==> src/rtl/fit_pkg.sv <==
// Package for the fault injection trigger: widths, codes and shared types.
// Used by every module of the block.
`timescale 1ns / 1ps
package fit_pkg;
   localparam int SITES_DEF = 14;
   localparam int QUEUE_DEPTH_DEF = 8;
   localparam int SITE_W = 4;

   localparam logic [1:0] ACT_SET_PLANNED = 2'd0;
   localparam logic [1:0] ACT_APPEND_CYCLE = 2'd1;
   localparam logic [1:0] ACT_APPEND_EVENT = 2'd2;
   localparam logic [1:0] ACT_CHECK = 2'd3;

   localparam logic [1:0] ST_OK = 2'd0;
   localparam logic [1:0] ST_FULL = 2'd1;
   localparam logic [1:0] ST_ZERO_MASK = 2'd2;
   localparam logic [1:0] ST_ORDER = 2'd3;

   localparam logic CSR_TIMED_MODE = 1'b0;
   localparam logic CSR_DEFAULT_MASK = 1'b1;

   localparam logic [63:0] NEVER = '1;

   typedef struct packed {
      logic [1:0] action;
      logic [SITE_W-1:0] site;
      logic [63:0] trigger_value;
      logic [31:0] entry_mask;
      logic [63:0] now;
   } req_type;

   typedef struct packed {
      logic fire;
      logic [31:0] flip_mask;
      logic [63:0] site_events;
      logic [1:0] status;
   } rsp_type;

   typedef struct packed {
      logic [0:0] index;
      logic [31:0] data;
   } csr_type;

   // Commands from the controller to the datapath.
   typedef struct packed {
      logic load;
      logic read;
      logic commit;
   } cmd_type;
endpackage

==> src/rtl/fit_ctrl.sv <==
// Controller of the fault injection trigger: steps each request through
// read, compute/commit and response hand-off. Depends on fit_pkg.
`timescale 1ns / 1ps
module fit_ctrl import fit_pkg::*; (
   input logic clock,
   input logic reset,
   input logic req_valid,
   output logic req_ready,
   output logic rsp_valid,
   input logic rsp_ready,
   output cmd_type cmd
);
   localparam logic [1:0] S_IDLE = 2'd0;
   localparam logic [1:0] S_READ = 2'd1;
   localparam logic [1:0] S_EXEC = 2'd2;
   localparam logic [1:0] S_RESP = 2'd3;

   logic [1:0] state_ff, state_in;
   logic rsp_valid_ff, rsp_valid_in;

   assign req_ready = (state_ff == S_IDLE);
   assign rsp_valid = rsp_valid_ff;

   always_comb begin
      state_in = state_ff;
      rsp_valid_in = rsp_valid_ff;
      cmd = '0;
      case (state_ff)
         S_IDLE: begin
            cmd.load = req_valid;
            if (req_valid) state_in = S_READ;
         end
         S_READ: begin
            cmd.read = 1'b1;
            state_in = S_EXEC;
         end
         S_EXEC: begin
            cmd.commit = 1'b1;
            rsp_valid_in = 1'b1;
            state_in = S_RESP;
         end
         S_RESP: begin
            if (rsp_ready) begin
               rsp_valid_in = 1'b0;
               state_in = S_IDLE;
            end
         end
         default: state_in = S_IDLE;
      endcase
   end

   always_ff @(posedge clock) begin
      if (reset) begin
         state_ff <= S_IDLE;
         rsp_valid_ff <= 1'b0;
      end else begin
         state_ff <= state_in;
         rsp_valid_ff <= rsp_valid_in;
      end
   end

   a_resp_after_exec: assert property (@(posedge clock) disable iff (reset)
      cmd.commit |=> rsp_valid) else $error("response not raised after commit");
   a_no_load_busy: assert property (@(posedge clock) disable iff (reset)
      rsp_valid |-> !req_ready) else $error("request taken while response pending");
   a_read_then_commit: assert property (@(posedge clock) disable iff (reset)
      cmd.read |=> cmd.commit) else $error("read not followed by commit");
endmodule

==> config.mk <==
export PLATFORM = sky130hd
export DESIGN_NAME = fit_ctrl
export DESIGN_NICKNAME = d
export VERILOG_FILES = /design/src/rtl/fit_pkg.sv /design/src/rtl/fit_ctrl.sv
export SDC_FILE = /design/constraint.sdc
export NUM_CORES = 1
export LEC_CHECK = 0
export BUFFER_PORTS_ARGS = -buffer_cell sky130_fd_sc_hd__buf_2
export CELL_PAD_IN_SITES_DETAIL_PLACEMENT = 0
export CELL_PAD_IN_SITES_GLOBAL_PLACEMENT = 1
export CORE_AREA = 2 2 39 41
export DETAILED_ROUTE_END_ITERATION = 6
export DIE_AREA = 0 0 41 43
export PLACE_DENSITY_LB_ADDON = 0.15
export SYNTH_ARGS = -nofsm -noshare
export SYNTH_HDL_FRONTEND = slang
export SYNTH_SLANG_ARGS = --single-unit
==> constraint.sdc <==
create_clock -name clock -period 1.46 [get_ports clock]
set_input_delay 0 -clock clock [delete_from_list [all_inputs] [get_ports clock]]
set_output_delay 0 -clock clock [all_outputs]
set_load 0.02 [all_outputs]
==> reports/metrics.yaml <==
outcome: "completed"
yosys.area_share.simple_pct: 16.5
die_h_um: 43
r2r_start: "state_ff[0]"
finalPower_w: 0.000583
placed_area_sq_um: 288
grt_pass1_vias: 197
p_per_area_mw_per_mm2: 1800
clock_skew_ns: 0.00522
setup_slack_ns: 0.116
fin_util_pct: 23.4
cts.sinks: 3
drt_iter0_markers: 2
initial_utilization_pct: 16.5
worstMarginPinSlew_ns: 0.234
gr-total-overflow: 0
cts_tree: "built"
finalSetupViolations: 0
fin_setup_tns_ns: 0
synth_top_cell_area_share_pct: 27.5
power_leakage_nw: 0.173
insertedDiodeCount: 0
yosysSeqAreaShare_pct: 26.4
synth_area_leaders: "ha_1 (27%), dfxtp_1 (26%), inv_1 (6.6%), mux2_4 (6.6%), nor2b_4 (6.0%)"
grt_pass1_wl_um: 772
die_w_um: 41
num-fill-cells: 162
crit_fanout: 5
synth.area.mux_share_pct: 11.0
drc_errors: 0
synth_compound_area_share_pct: 12.1
crit_type: "reg -> reg"
hold_class: "in -> reg"
clock-root-buffer: "clkbuf_4"
nets: 46
hold_violations: 0
cp-startpoint: "state_ff[0]"
dr_total_vias: 193
synth_top_family_by_area: "adder cells"
synthAdderAreaFrac_pct: 27.5
port_buffers: 8
crit_path_end_kind: "flop"
synth-edff-count: 0
start_kind: "flop"
cap_viol_max_count: 0
max_freq_mhz: 744
std_cell_rows: 14
wl_per_cell_um: 8.73
final_common_cell: "buf_2"
yosys_warnings: 0
yosysUniqueCellTypes: 13
post_cts_buffers: 0
synth_area_sq_um: 228
htree_levels: 1
track_usage_pct: 6.82
synth_xor_area_share_pct: 0
dr.pass1.iters: 2
clkTransAtPathRegs_ns: 0.04
clockBufferDepth: 2
syn_inst: 23
maxSlewViolCount: 0
totalWireLength_um: 454
place_ws_ns: 0.119
ys_ff_latch: 3
min_from: "rsp_ready"
rsz0062_at_grt: "no"
timing.final.crit_share_pct: 92.1
die_area_sq_mm: 0.00176
cts_resized: 0
crit_required_ns: 1.58
place.gp.congestion: 0.669
synth-async-reset-ratio_pct: 0
grt_antenna_before_repair: 0
fin_area_sq_um: 324
numCtsBuffers: 3
worstPathArrival_ns: 1.47
drive_gt1_share_pct: 38.9
layout_common_cells: "buf_2 (8), ha_1 (5), inv_1 (4), clkbuf_4 (3), dfxtp_1 (3)"
avgSynthCellArea_sq_um: 9.90
layout_min_cycle_time_ns: 1.34
grt_max_degree: 6
syn-num-nets: 32
core_sq_mm: 0.00138
synth.largest_area_cell: "ha_1"
yosys_most_used_dff: "dfxtp_1"
ir_drop_uv: 481
vias_per_cell: 3.71
pin_count: 9
ant_nets: 0
clk_latency_ns: 0.23
slew_headroom_pct: 84.4
syn_to_final_growth_pct: 42.3
## Yosys cell counts (all sizes together) (2+ instances only)
library cell	n
inv	4
ha	5
nand2	2
dfxtp	3
## sequential cells by signal (all words and copies together), names as in the netlist
register	count
rsp_valid	1
state_ff	2
## metrics by stage
step                      std cells  hold WS [ns]
after floorplan                  23        0.0646
after global placement           47         0.181
after detailed placement         47         0.187
after CTS                        52         0.136
after global routing             52         0.155
final                            52         0.145
## critical path: stages, from the launching register on
cell and delay [ns]:
dfxtp_1 0.40, inv_1 0.09, ha_1 0.24, or3_1 0.38, o211a_1 0.13
## routing by layer
| layer | global-route usage, % | part of all wire (%) |
|---|---|---|
| met1 | 7.37 | 46 |
| met2 | 9.38 | 45 |
| met3 | 3.14 | 9.0 |
| met4 | 6.00 | 0 |
| met5 | 0 | 0 |
## cells by family (layout without fill, tap and decap cells)
| kind of cell | count (synthesis) | in the layout |
|---|---|---|
| muxes | 2 | 2 |
| adders and majority gates | 5 | 5 |
| buffers and inverters | 4 | 17 |
| and+or+nand+nor | 6 | 6 |
| DFF | 3 | 3 |
| AOI/OAI and AO/OA | 3 | 3 |
## final timing paths
path | slack, ns | end | cells past startpoint
worst max register to register | 0.12 | state_ff[0] | 4
worst min register to register | 0.52 | rsp_valid | 2
worst max-delay path | 0.12 | state_ff[0] | 4
worst min-delay path | 0.15 | rsp_valid | 3
## repair_timing
action	4_1_cts	5_1_grt
hold endpoints to repair	1	0
setup endpoints to repair	0	0
hold buffers	1	0
## report_power, final
group	switching (W)	internal [W]	leakage, nW
sequential	0.0000300	0.000112	0.0247
clock	0.0000438	0.000103	0.0150
combinational	0.000169	0.000126	0.133
total	0.000243	0.000340	0.173
## area by class of cell
class                   count  area, sq um  area share (%)
inverters                   4         15.0            4.63
flip-flops and latches      3         60.1            18.5
multi-input cells          16          153            47.1
clock buffers               4         26.3            8.11
repair buffers              9         50.0            15.4
well taps                  16         20.0            6.18
Note: power is estimated with default switching activity, not from simulation.
